$ cat src/design/ptt_pkg.sv
`default_nettype none

package ptt_pkg;

    localparam int PAGE_COUNT = 16;
    localparam int FRAME_BITS = 16;
    localparam int IDX_W      = (PAGE_COUNT > 1) ? $clog2(PAGE_COUNT) : 1;

    localparam int PAGE_W     = 16;
    localparam int IN_FRAME_W = 16;
    localparam int ADDR_W     = 32;
    localparam int CFG_W      = 5;
    localparam int PADDR_W    = 3;
    localparam int PDATA_W    = 32;

    localparam logic [CFG_W-1:0] PAGE_SHIFT_RST   = 5'd9;
    localparam logic [CFG_W-1:0] PAGES_IN_USE_RST = 5'd16;

    // Register word index taken from paddr
    localparam logic REG_PAGE_SHIFT   = 1'b0;
    localparam logic REG_PAGES_IN_USE = 1'b1;

    typedef enum logic [1:0] {
        CMD_MAP       = 2'd0,
        CMD_UNMAP     = 2'd1,
        CMD_TRANSLATE = 2'd2,
        CMD_WRITE     = 2'd3
    } command_t;

    typedef enum logic [1:0] {
        ST_DONE  = 2'd0,
        ST_RANGE = 2'd1,
        ST_FAULT = 2'd2
    } status_t;

    typedef struct packed {
        command_t                  cmd;
        logic [PAGE_W-1:0]         page;
        logic [IN_FRAME_W-1:0]     frame;
        logic [ADDR_W-1:0]         vaddr;
    } request_t;

    typedef struct packed {
        status_t                   status;
        logic [ADDR_W-1:0]         paddr;
        logic                      dirty;
        logic                      referenced;
    } result_t;

    typedef struct packed {
        logic [CFG_W-1:0]          page_shift;
        logic [CFG_W-1:0]          pages_in_use;
    } config_t;

endpackage

`default_nettype wire

$ cat src/design/ptt_cfg.sv
`default_nettype none

module ptt_cfg (
    input  wire logic                            clk,
    input  wire logic                            rst_n,
    input  wire logic                            psel,
    input  wire logic                            penable,
    input  wire logic                            pwrite,
    input  wire logic [ptt_pkg::PADDR_W-1:0]     paddr,
    input  wire logic [ptt_pkg::PDATA_W-1:0]     pwdata,
    output logic      [ptt_pkg::PDATA_W-1:0]     prdata,
    output logic                                 pready,
    output ptt_pkg::config_t                     cfg
);

    logic [ptt_pkg::CFG_W-1:0] page_shift_reg;
    logic [ptt_pkg::CFG_W-1:0] page_shift_next;
    logic [ptt_pkg::CFG_W-1:0] pages_in_use_reg;
    logic [ptt_pkg::CFG_W-1:0] pages_in_use_next;
    logic                      wr_en;
    logic                      reg_index;

    assign pready    = 1'b1;
    assign wr_en     = psel && penable && pwrite && pready;
    assign reg_index = paddr[2];

    always_comb
    begin
        page_shift_next   = page_shift_reg;
        pages_in_use_next = pages_in_use_reg;
        if (wr_en)
        begin
            unique case (reg_index)
                ptt_pkg::REG_PAGE_SHIFT:
                    page_shift_next = pwdata[ptt_pkg::CFG_W-1:0];
                ptt_pkg::REG_PAGES_IN_USE:
                    pages_in_use_next = pwdata[ptt_pkg::CFG_W-1:0];
            endcase
        end
    end

    always_ff @(posedge clk or negedge rst_n)
    begin
        if (!rst_n)
        begin
            page_shift_reg   <= ptt_pkg::PAGE_SHIFT_RST;
            pages_in_use_reg <= ptt_pkg::PAGES_IN_USE_RST;
        end
        else
        begin
            page_shift_reg   <= page_shift_next;
            pages_in_use_reg <= pages_in_use_next;
        end
    end

    always_comb
    begin
        unique case (reg_index)
            ptt_pkg::REG_PAGE_SHIFT:
                prdata = ptt_pkg::PDATA_W'(page_shift_reg);
            ptt_pkg::REG_PAGES_IN_USE:
                prdata = ptt_pkg::PDATA_W'(pages_in_use_reg);
        endcase
    end

    assign cfg.page_shift   = page_shift_reg;
    assign cfg.pages_in_use = pages_in_use_reg;

endmodule

`default_nettype wire

$ cat src/design/ptt_table.sv
`default_nettype none

module ptt_table (
    input  wire logic              clk,
    input  wire logic              rst_n,
    input  wire logic              step,
    input  ptt_pkg::request_t      req,
    input  ptt_pkg::config_t       cfg,
    output ptt_pkg::result_t       res
);

    logic [ptt_pkg::PAGE_COUNT-1:0] valid_reg;
    logic [ptt_pkg::PAGE_COUNT-1:0] valid_next;
    logic [ptt_pkg::PAGE_COUNT-1:0] dirty_reg;
    logic [ptt_pkg::PAGE_COUNT-1:0] dirty_next;
    logic [ptt_pkg::PAGE_COUNT-1:0] ref_reg;
    logic [ptt_pkg::PAGE_COUNT-1:0] ref_next;
    logic [ptt_pkg::FRAME_BITS-1:0] frame_store_reg [ptt_pkg::PAGE_COUNT];

    logic [ptt_pkg::ADDR_W-1:0]     page_num;
    logic [ptt_pkg::ADDR_W-1:0]     limit;
    logic [ptt_pkg::ADDR_W-1:0]     offset_mask;
    logic [ptt_pkg::ADDR_W-1:0]     frame_ext;
    logic [ptt_pkg::IDX_W-1:0]      idx;
    logic                           in_range;
    logic                           hit;
    logic                           map_en;

    // Page number comes from the request for map/unmap, else from the address
    always_comb
    begin
        if (req.cmd == ptt_pkg::CMD_MAP || req.cmd == ptt_pkg::CMD_UNMAP)
            page_num = ptt_pkg::ADDR_W'(req.page);
        else
            page_num = req.vaddr >> cfg.page_shift;
    end

    // Saturate the range limit at the table depth
    always_comb
    begin
        if (ptt_pkg::ADDR_W'(cfg.pages_in_use) > ptt_pkg::ADDR_W'(ptt_pkg::PAGE_COUNT))
            limit = ptt_pkg::ADDR_W'(ptt_pkg::PAGE_COUNT);
        else
            limit = ptt_pkg::ADDR_W'(cfg.pages_in_use);
    end

    assign in_range    = page_num < limit;
    assign idx         = page_num[ptt_pkg::IDX_W-1:0];
    assign hit         = valid_reg[idx];
    assign offset_mask = (ptt_pkg::ADDR_W'(1) << cfg.page_shift) - ptt_pkg::ADDR_W'(1);
    assign frame_ext   = ptt_pkg::ADDR_W'(frame_store_reg[idx]);
    assign map_en      = step && in_range && (req.cmd == ptt_pkg::CMD_MAP);

    always_comb
    begin
        valid_next     = valid_reg;
        dirty_next     = dirty_reg;
        ref_next       = ref_reg;
        res.status     = ptt_pkg::ST_DONE;
        res.paddr      = '0;
        res.dirty      = 1'b0;
        res.referenced = 1'b0;
        if (!in_range)
        begin
            res.status = ptt_pkg::ST_RANGE;
        end
        else
        begin
            unique case (req.cmd)
                ptt_pkg::CMD_MAP:
                    valid_next[idx] = 1'b1;
                ptt_pkg::CMD_UNMAP:
                    valid_next[idx] = 1'b0;
                ptt_pkg::CMD_TRANSLATE:
                begin
                    if (!hit)
                        res.status = ptt_pkg::ST_FAULT;
                    else
                    begin
                        ref_next[idx] = 1'b1;
                        res.paddr     = (frame_ext << cfg.page_shift)
                                        | (req.vaddr & offset_mask);
                    end
                end
                ptt_pkg::CMD_WRITE:
                begin
                    if (!hit)
                        res.status = ptt_pkg::ST_FAULT;
                    else
                    begin
                        dirty_next[idx] = 1'b1;
                        ref_next[idx]   = 1'b1;
                    end
                end
            endcase
            res.dirty      = dirty_next[idx];
            res.referenced = ref_next[idx];
        end
    end

    always_ff @(posedge clk or negedge rst_n)
    begin
        if (!rst_n)
        begin
            valid_reg <= '0;
            dirty_reg <= '0;
            ref_reg   <= '0;
        end
        else if (step)
        begin
            valid_reg <= valid_next;
            dirty_reg <= dirty_next;
            ref_reg   <= ref_next;
        end
    end

    // Frames are only read behind a set valid bit, so no reset
    always_ff @(posedge clk)
    begin
        if (map_en)
            frame_store_reg[idx] <= ptt_pkg::FRAME_BITS'(req.frame);
    end

endmodule

`default_nettype wire

$ cat src/design/page_table_translator.sv
`default_nettype none

// Single-level page table of 16 entries (frame number plus valid, dirty and
// referenced flags). Accepts one request every clock cycle while the output is
// not stalled. The request is registered, then the flag and frame registers are
// read, updated and the result registered in the same cycle, so back-to-back
// requests to the same page see each other's updates. A stalled result holds
// the request register; a new request is still taken while that register is
// empty or moving on. The page size and the number of pages in range are set
// through the APB port (page_shift at 0x0, reset 9; pages_in_use at 0x4,
// reset 16) and must only be changed while idle.
module page_table_translator (
    input  wire logic                                clk,
    input  wire logic                                rst_n,

    input  wire logic                                psel,
    input  wire logic                                penable,
    input  wire logic                                pwrite,
    input  wire logic [ptt_pkg::PADDR_W-1:0]         paddr,
    input  wire logic [ptt_pkg::PDATA_W-1:0]         pwdata,
    output logic      [ptt_pkg::PDATA_W-1:0]         prdata,
    output logic                                     pready,

    input  wire logic                                in_valid,
    output logic                                     in_ready,
    input  wire logic [1:0]                          command,
    input  wire logic [ptt_pkg::PAGE_W-1:0]          page,
    input  wire logic [ptt_pkg::IN_FRAME_W-1:0]      frame,
    input  wire logic [ptt_pkg::ADDR_W-1:0]          virtual_address,

    output logic                                     out_valid,
    input  wire logic                                out_ready,
    output logic [1:0]                               status,
    output logic [ptt_pkg::ADDR_W-1:0]               physical_address,
    output logic                                     entry_dirty,
    output logic                                     entry_referenced
);

    ptt_pkg::config_t  cfg;
    ptt_pkg::request_t req_reg;
    ptt_pkg::result_t  res;
    ptt_pkg::result_t  res_reg;

    logic req_valid_reg;
    logic req_valid_next;
    logic out_valid_reg;
    logic out_valid_next;
    logic advance;
    logic step;
    logic take;

    ptt_cfg u_cfg (
        .clk     (clk),
        .rst_n   (rst_n),
        .psel    (psel),
        .penable (penable),
        .pwrite  (pwrite),
        .paddr   (paddr),
        .pwdata  (pwdata),
        .prdata  (prdata),
        .pready  (pready),
        .cfg     (cfg)
    );

    ptt_table u_table (
        .clk   (clk),
        .rst_n (rst_n),
        .step  (step),
        .req   (req_reg),
        .cfg   (cfg),
        .res   (res)
    );

    assign advance  = !out_valid_reg || out_ready;
    assign step     = req_valid_reg && advance;
    assign in_ready = !req_valid_reg || advance;
    assign take     = in_valid && in_ready;

    always_comb
    begin
        if (take)
            req_valid_next = 1'b1;
        else if (step)
            req_valid_next = 1'b0;
        else
            req_valid_next = req_valid_reg;

        if (step)
            out_valid_next = 1'b1;
        else if (out_ready)
            out_valid_next = 1'b0;
        else
            out_valid_next = out_valid_reg;
    end

    always_ff @(posedge clk or negedge rst_n)
    begin
        if (!rst_n)
        begin
            req_valid_reg <= 1'b0;
            out_valid_reg <= 1'b0;
        end
        else
        begin
            req_valid_reg <= req_valid_next;
            out_valid_reg <= out_valid_next;
        end
    end

    // Capture the request and hold the result until taken
    always_ff @(posedge clk)
    begin
        if (take)
        begin
            req_reg.cmd   <= ptt_pkg::command_t'(command);
            req_reg.page  <= page;
            req_reg.frame <= frame;
            req_reg.vaddr <= virtual_address;
        end
        if (step)
            res_reg <= res;
    end

    assign out_valid        = out_valid_reg;
    assign status           = res_reg.status;
    assign physical_address = res_reg.paddr;
    assign entry_dirty      = res_reg.dirty;
    assign entry_referenced = res_reg.referenced;

endmodule

`default_nettype wire

$ cat config.mk
export PLATFORM = sky130hd
export DESIGN_NAME = page_table_translator
export DESIGN_NICKNAME = d
export VERILOG_FILES = /design/src/design/ptt_pkg.sv /design/src/design/ptt_cfg.sv /design/src/design/ptt_table.sv /design/src/design/page_table_translator.sv
export SDC_FILE = /design/constraint.sdc
export NUM_CORES = 1
export LEC_CHECK = 0
export BUFFER_PORTS_ARGS = -buffer_cell sky130_fd_sc_hd__buf_2
export CAP_MARGIN = 0
export CORE_MARGIN = 10
export CORE_UTILIZATION = 49
export CTS_BUF_LIST = sky130_fd_sc_hd__clkbuf_4 sky130_fd_sc_hd__clkbuf_8 sky130_fd_sc_hd__clkbuf_16
export CTS_CLUSTER_DIAMETER = 200
export DETAILED_ROUTE_END_ITERATION = 10
export GPL_TIMING_DRIVEN = 1
export PLACE_DENSITY_LB_ADDON = 0.3
export SLEW_MARGIN = 10
export SYNTH_ARGS = -nofsm -noshare
export SYNTH_HDL_FRONTEND = slang
export SYNTH_SLANG_ARGS = --single-unit
$ cat constraint.sdc
create_clock -name clk -period 9.4 [get_ports clk]
set_clock_uncertainty 0.2 [all_clocks]
set_input_delay 0 -clock clk [delete_from_list [all_inputs] [get_ports clk]]
set_output_delay 0 -clock clk [all_outputs]
set_load 0.02 [all_outputs]
# Yosys cells after proc, flatten, opt, wreduce, memory -nomap -nowiden
# Memory sizes are Yosys's and may differ from the RTL's.
# Cells that the tools add are included.
dict set report word_totals {
  reg_bits 162
  latch_bits 0
  ramBits 256
  rom_bits 0
  inputBits 108
  output_inout_bits 71
  elab_cells 85
  memories 1
}
dict set report classes {
  addsub 1
  mul 0
  n_div 0
  order_cmp 4
  n_eq_ne 3
  shifts 3
  muxes 26
  bitwise_logic 8
  n_reduce_logical 23
}
# memory words width rd rd_ports_with_merged_regs wr line
set mem_list {}
lappend mem_list {u_table.frame_store_reg 16 16 1 0 1 ptt_table.sv:18} ;# logic [ptt_pkg::FRAME_BITS-1:0] frame_store_reg [ptt_pkg::PAGE_COUNT];
# op n
set op_table {}
lappend op_table {{$mux W16} 6}
lappend op_table {{$pmux W32 S2} 1}
lappend op_table {{$or A16 B16 Y16} 3}
lappend op_table {{$and A32 B32 Y32} 1}
lappend op_table {{$lt A32 B5 Y1} 1}
lappend op_table {{$mux W32} 1}
lappend op_table {{$or A32 B32 Y32} 1}
lappend op_table {{$pmux W16 S2} 1}
lappend op_table {{$shl A1 B5 Y32 const A} 1}
lappend op_table {{$shl A16 B5 Y32} 1}
lappend op_table {{$shr A32 B5 Y32} 1}
lappend op_table {{$sub A32 B2 Y32 const B} 1}
lappend op_table {{$and A16 B16 Y16} 1}
lappend op_table {{$not A16 Y16} 1}
lappend op_table {{$bmux W1 S4} 3}
lappend op_table {{$mux W1} 11}
lappend op_table {{$reduce_and A2 Y1} 4}
lappend op_table {{$logic_and A1 B1 Y1} 7}
lappend op_table {{$reduce_and A3 Y1} 2}
lappend op_table {{$reduce_bool A2 Y1} 3}
lappend op_table {{$gt A5 B5 Y1 const B} 1}
lappend op_table {{$lt A4 B5 Y1 const B} 1}
lappend op_table {{$mux W5} 1}
lappend op_table {{$demux W1 S4} 1}
lappend op_table {{other kinds (9)} 13}

# Logic depth before layout (Yosys ltp)
dict set report logic_depth {
  ltp_word 13
  ltp_mapped 23
}

# Hierarchy
# From an unflattened synthesis, not the netlist that was laid out.
dict set report unflattened {
  cells_unflattened 1879
  area_unflattened_um2 21898.5
}
# mod n_inst cells_each area_per_inst_um2 seq_area_each_um2
set modules_own_cells {}
lappend modules_own_cells {ptt_table 1 1711 18043.6 8888.5}
lappend modules_own_cells {page_table_translator 1 110 3166.8 3113.0}
lappend modules_own_cells {ptt_cfg 1 58 688.2 254.0}

# Worst setup path after synthesis
# OpenSTA, ideal clock, no wires.
dict set report synth_path {
  path_kind {register to register}
  from {reg u_cfg.page_shift_reg[3] (netlist bit)}
  to {mem u_table.frame_store_reg[1][0] (netlist bit), enable pin}
  setup_ps 390
  t_arrival_ps 5212
  t_required_ps 8810
  slack_ps 3597
  path_stages_with_launch 22
  n_path_buf 7
  period_less_slack_ps 5803
  path_cell_list {dfstp_2 > clkbuf_1 > buf_2 > nor2b_1 > o221ai_1 > o21ai_0 > a221oi_1 > or2_1 > inv_2 > buf_6 > clkbuf_1 > clkbuf_1 > clkbuf_1 > ha_1 > a21oi_1 > o21ai_0 > nand2_1 > nand4b_1 > nor2_1 > clkbuf_1 > and3_1 > nor2b_1}
}
dict set report synth_between {
  elab_chain_len 7
}
# item line
set synth_rtl {}
lappend synth_rtl {{start: declaration} ptt_cfg.sv:16} ;# logic [ptt_pkg::CFG_W-1:0] page_shift_reg;
lappend synth_rtl {{start signal: assignment} ptt_cfg.sv:46} ;# page_shift_reg <= ptt_pkg::PAGE_SHIFT_RST;
lappend synth_rtl {{start signal: assignment} ptt_cfg.sv:51} ;# page_shift_reg <= page_shift_next;
lappend synth_rtl {{$shr A32 B5 Y32 (*)} ptt_table.sv:35} ;# page_num = req.vaddr >> cfg.page_shift;
lappend synth_rtl {{$mux W32 (*)} ptt_table.sv:32} ;# if (req.cmd == ptt_pkg::CMD_MAP || req.cmd == ptt_pkg::CMD_UNMAP)
lappend synth_rtl {{$lt A32 B5 Y1} ptt_table.sv:47} ;# assign in_range = page_num < limit;
lappend synth_rtl {{$logic_and A1 B1 Y1 (2 in a row)} ptt_table.sv:52} ;# assign map_en = step && in_range && (req.cmd == ptt_pkg::CMD_MAP);
lappend synth_rtl {{$mux W1} ptt_table.sv:120} ;# if (map_en)
lappend synth_rtl {{$mux W1 (implied by the code)} ptt_table.sv:121} ;# frame_store_reg[idx] <= ptt_pkg::FRAME_BITS'(req.frame);
lappend synth_rtl {{end: declaration} ptt_table.sv:18}
# Mark *: on every way between the ends. The rest lies on a longest branch, timed or not.

# Final worst setup path
dict set report layout_path {
  from {reg u_cfg.page_shift_reg[1] (netlist bit)}
  to {mem u_table.frame_store_reg[6][2] (netlist bit), enable pin}
}
# Same word-level chain as after synthesis.

==> parameters.txt <==
Parameter                              Value

Finish
  Most common cell after layout, fill and taps aside    sky130_fd_sc_hd__edfxtp_1
  Final non-filler cell area    23900 µm²
  Layout Area Growth over Synthesis    19.5%
  Leading cell types in the layout, fill and taps excluded    358 x sky130_fd_sc_hd__edfxtp_1, 263 x sky130_fd_sc_hd__nand2_1, 154 x sky130_fd_sc_hd__dlygate4sd3_1, 121 x sky130_fd_sc_hd__buf_2, 94 x sky130_fd_sc_hd__nor2_1
  Number of flip-flops under the largest register name    256
  Net total in the final layout    1990
  Share of final-layout standard cells stronger than drive strength 1    0.177

Synthesis
  Yosys reg bits    418
  Post-synth design cell area    20000 µm²
  Mean post-synth cell area    12.2 µm²
  Sequential share of the synthesized area    0.614
  Number of distinct library cells after synthesis    between 70 and 80
  Number of synthesized flops with an enable pin    ~360
  Cells after Synth    1635
  Primary FF master, synth    sky130_fd_sc_hd__edfxtp_1
  Async S/R FF share, synth    0.144
  Total number of yosys warnings    0

Timing
  Post-route setup TNS    0 ns
  Count of endpoints failing setup in the final report    0
  Maximum operating frequency    0.138 GHz
  RSZ-0062 raised after global routing    no
  Worst-margin pin slew    about 1.2 ns
  Max-slew violation count    0
  Max_slew headroom    0.176
  Final hold viol count    0
  Period Utilization, post-route    0.772
  Final critical-path required period    7.25 ns

Critical path
  Required time at the endpoint of the critical path    9.39 ns
  Critical path fanouts, max    between 40 and 50
  Category of the worst setup path launch point    register
  Reg2Reg Launch Point    u_cfg.page_shift_reg[1]
  Maximum cell stage delay along the critical path    1.00 ns
  Cell family with the largest share of critical-path delay    simple AND/OR/NAND/NOR gates
  Worst Reg-to-Reg Cells    16
  Slowest cell on crit path    sky130_fd_sc_hd__and3_1
  FF-to-FF setup slack    roughly 2.1 ns
  Endpoint of the worst-slack reg-to-reg timing path    u_table.frame_store_reg[6][2]
  CP arrival    7.24 ns
  Worst setup EP type    register
  Combined buffer and inverter count along the critical path    3
  Worst setup path category    reg2reg
  Cell breakdown of the critical path    buf_4 -> mux4_2 -> a22oi_1 -> o211ai_1 -> a221oi_1 -> or2_1 -> buf_4 -> inv_2 -> ha_1 -> a21oi_1 -> o21ai_0 -> nand2_1 -> nand4b_1 -> nor2_1 -> and3_1 -> and3_1

Hold path
  WHS Endpoint    u_cfg.page_shift_reg[1]
  Startpoint of the lowest-slack hold path    pwdata[1]
  Type of the tightest min-delay check    in2reg
  Worst Hold Path Cells    3

Clocking
  Cts hold-fix bufs    154
  Clock Tree Root    sky130_fd_sc_hd__clkbuf_16
  Clock edge transition at the registers on the reported setup and hold paths    around 0.070 ns
  Post-CTS setup buffer count    0
  TritonCTS buffer count    between 40 and 50
  Clk_lat worst skew    0.61 ns
  CTS Buffer Depth    3
  H-tree Lvls    2
  Clk sink count    418
  TritonCTS clock tree    built
  Count of cells resized by post-cts repair    0

Routing
  Drt via density    approximately 6
  Average wire length per cell after detail routing    24.1 µm
  Pre-Repair DR Iteration Count    6
  DR DRC count    0
  Iteration-0 DRC Markers    1644
  WL final    58900 µm
  Count of vias placed by the detailed router    15000
  Antenna violation net count after detailed routing    0

Global route
  Total grt overflow    0
  Pin count of the biggest net entering global routing    110
  Overall fraction of global-route tracks in use    0.232
  Via count of the first global-routing pass    14900
  Number of antenna violations at the first check in global routing    2
  Global-route wire length before repair    approximately 90000 µm

Power
  PD cells    224 nW/µm²
  Leakage power total    around 9.1 nW
  Peak supply drop    131 µV
  Power Total    0.00534 W

Placed design
  Final weighted congestion of routability-driven global placement    0.947
  HPWL reported at the end of detailed placement    37200 µm
  IO buf count    121
  Post-detailed-placement cell area    20900 µm²

Floorplanning
  Effective utilization at floorplan    0.499
  FP Rows    73
  Top Ports    179
  Placeable core area    40000 µm²
  Die width    222 µm
  Overall die height    approximately 220 µm
  Die footprint    49200 µm²

Run status
  Status    finished, final reports clean

Run
  Max-cap violations    0
## kinds of logic after synthesis
group                      after synthesis  synth area share
AOI/OAI and AO/OA                      328             0.116
other                                    2          0.000376
xor gates and xnor gates                 1          0.000439
adders and majority gates                5           0.00313
buffers and inverters                  154            0.0390
muxes                                  159            0.0947
DFF                                    418             0.614
and+or+nand+nor                        568             0.133
## report_power, final
part           switching (W)  internal [W]
Combinational        0.00100      0.000520
Clock               0.000738      0.000935
Sequential         0.0000799       0.00207
Total                0.00182       0.00352
## per-stage QoR
step | instances | utilization | setup slack, ns | hold slack (ns)
floorplan | 1661 | - | 3.60 | -0.496
global placement | 2203 | 0.523 | 2.36 | -0.0235
detailed placement | 2203 | 0.523 | 2.29 | -0.0219
CTS | 2437 | 0.596 | 2.23 | 0.00182
global route | 2439 | 0.597 | 1.85 | 0.0736
finish | 2439 | 0.597 | 2.15 | 0.0515
## worst max-delay path by stage
stage	from	endpoint	slack, ns	cells after the start
2_1_floorplan	u_cfg.page_shift_reg[3]	u_table.frame_store_reg[1][0]	3.60	21
3_3_place_gp	u_cfg.page_shift_reg[1]	u_table.frame_store_reg[4][4]	2.36	16
3_5_place_dp	u_cfg.page_shift_reg[1]	u_table.frame_store_reg[4][1]	2.29	16
4_1_cts	u_cfg.page_shift_reg[1]	u_table.frame_store_reg[4][11]	2.23	16
5_1_grt	u_cfg.page_shift_reg[1]	u_table.frame_store_reg[4][11]	1.85	16
6_report	u_cfg.page_shift_reg[1]	u_table.frame_store_reg[6][2]	2.15	16
## worst register-to-register path: cells and delay by family, from the launching register on
| family | cells | cell delay (ns) |
|---|---|---|
| simple gates | 6 | 2.52 |
| buf+inv | 3 | 1.41 |
| compound gates | 5 | 0.97 |
| flops | 1 | 0.73 |
| mux | 1 | 0.59 |
| fa+ha+maj | 1 | 0.41 |
## Yosys cell counts (4+ instances only)
| cell | n | area (µm²) |
|---|---|---|
| sky130_fd_sc_hd__edfxtp_1 | 358 | 10800 |
| sky130_fd_sc_hd__nand2_1 | 263 | 987 |
| sky130_fd_sc_hd__nor2_1 | 94 | 353 |
| sky130_fd_sc_hd__mux2i_1 | 90 | 901 |
| sky130_fd_sc_hd__clkbuf_1 | 66 | 248 |
| sky130_fd_sc_hd__nand4_1 | 63 | 394 |
| sky130_fd_sc_hd__dfrtp_1 | 57 | 1430 |
| sky130_fd_sc_hd__a21oi_1 | 50 | 250 |
| sky130_fd_sc_hd__mux2_2 | 50 | 563 |
| sky130_fd_sc_hd__o21ai_0 | 49 | 245 |
| sky130_fd_sc_hd__o22ai_1 | 35 | 219 |
| sky130_fd_sc_hd__buf_4 | 33 | 248 |
| sky130_fd_sc_hd__a21o_1 | 28 | 210 |
| sky130_fd_sc_hd__nand3_1 | 27 | 135 |
| sky130_fd_sc_hd__nor3_1 | 24 | 120 |
| sky130_fd_sc_hd__a22oi_1 | 22 | 165 |
| sky130_fd_sc_hd__and3_1 | 20 | 125 |
| sky130_fd_sc_hd__mux4_2 | 19 | 428 |
| sky130_fd_sc_hd__a32oi_1 | 18 | 158 |
| sky130_fd_sc_hd__buf_1 | 16 | 60.1 |
| sky130_fd_sc_hd__and2_1 | 15 | 93.8 |
| sky130_fd_sc_hd__inv_1 | 13 | 48.8 |
| sky130_fd_sc_hd__a31oi_1 | 12 | 75.1 |
| sky130_fd_sc_hd__a32o_1 | 12 | 120 |
| sky130_fd_sc_hd__buf_2 | 12 | 60.1 |
| sky130_fd_sc_hd__o31ai_1 | 12 | 90.1 |
| sky130_fd_sc_hd__a211oi_1 | 11 | 82.6 |
| sky130_fd_sc_hd__a31o_2 | 10 | 87.6 |
| sky130_fd_sc_hd__nor2b_1 | 10 | 62.6 |
| sky130_fd_sc_hd__nor4_1 | 9 | 56.3 |
| sky130_fd_sc_hd__o211ai_1 | 9 | 67.6 |
| sky130_fd_sc_hd__or4_1 | 9 | 67.6 |
| sky130_fd_sc_hd__buf_6 | 8 | 90.1 |
| sky130_fd_sc_hd__nand2b_1 | 8 | 50.1 |
| sky130_fd_sc_hd__a311oi_1 | 7 | 61.3 |
| sky130_fd_sc_hd__o221ai_1 | 7 | 61.3 |
| sky130_fd_sc_hd__or2_2 | 7 | 43.8 |
| sky130_fd_sc_hd__o32ai_1 | 6 | 52.6 |
| sky130_fd_sc_hd__a221oi_1 | 5 | 43.8 |
| sky130_fd_sc_hd__and4_1 | 5 | 43.8 |
| sky130_fd_sc_hd__ha_1 | 5 | 62.6 |
| sky130_fd_sc_hd__o31a_1 | 5 | 43.8 |
| sky130_fd_sc_hd__o22a_1 | 4 | 35.0 |
## layout make-up
type	instances	area, µm²
repair buffers	307	2400
fillers	3132	16100
inverters	18	67.6
well taps	525	657
clock buffers	55	1180
clock inverters	25	211
diodes	2	5.00
multi-input cells	1089	7080
flip-flops and latches	418	12300
## routing by layer
layer,track usage,part of all wire,vias to the layer above
met1,0.288,0.39,7341
met2,0.382,0.49,795
met5,0,0,-
li1,-,-,6713
met4,0.110,0.044,0
met3,0.0446,0.081,167
No activity file was read; power rests on OpenSTA's default activity.
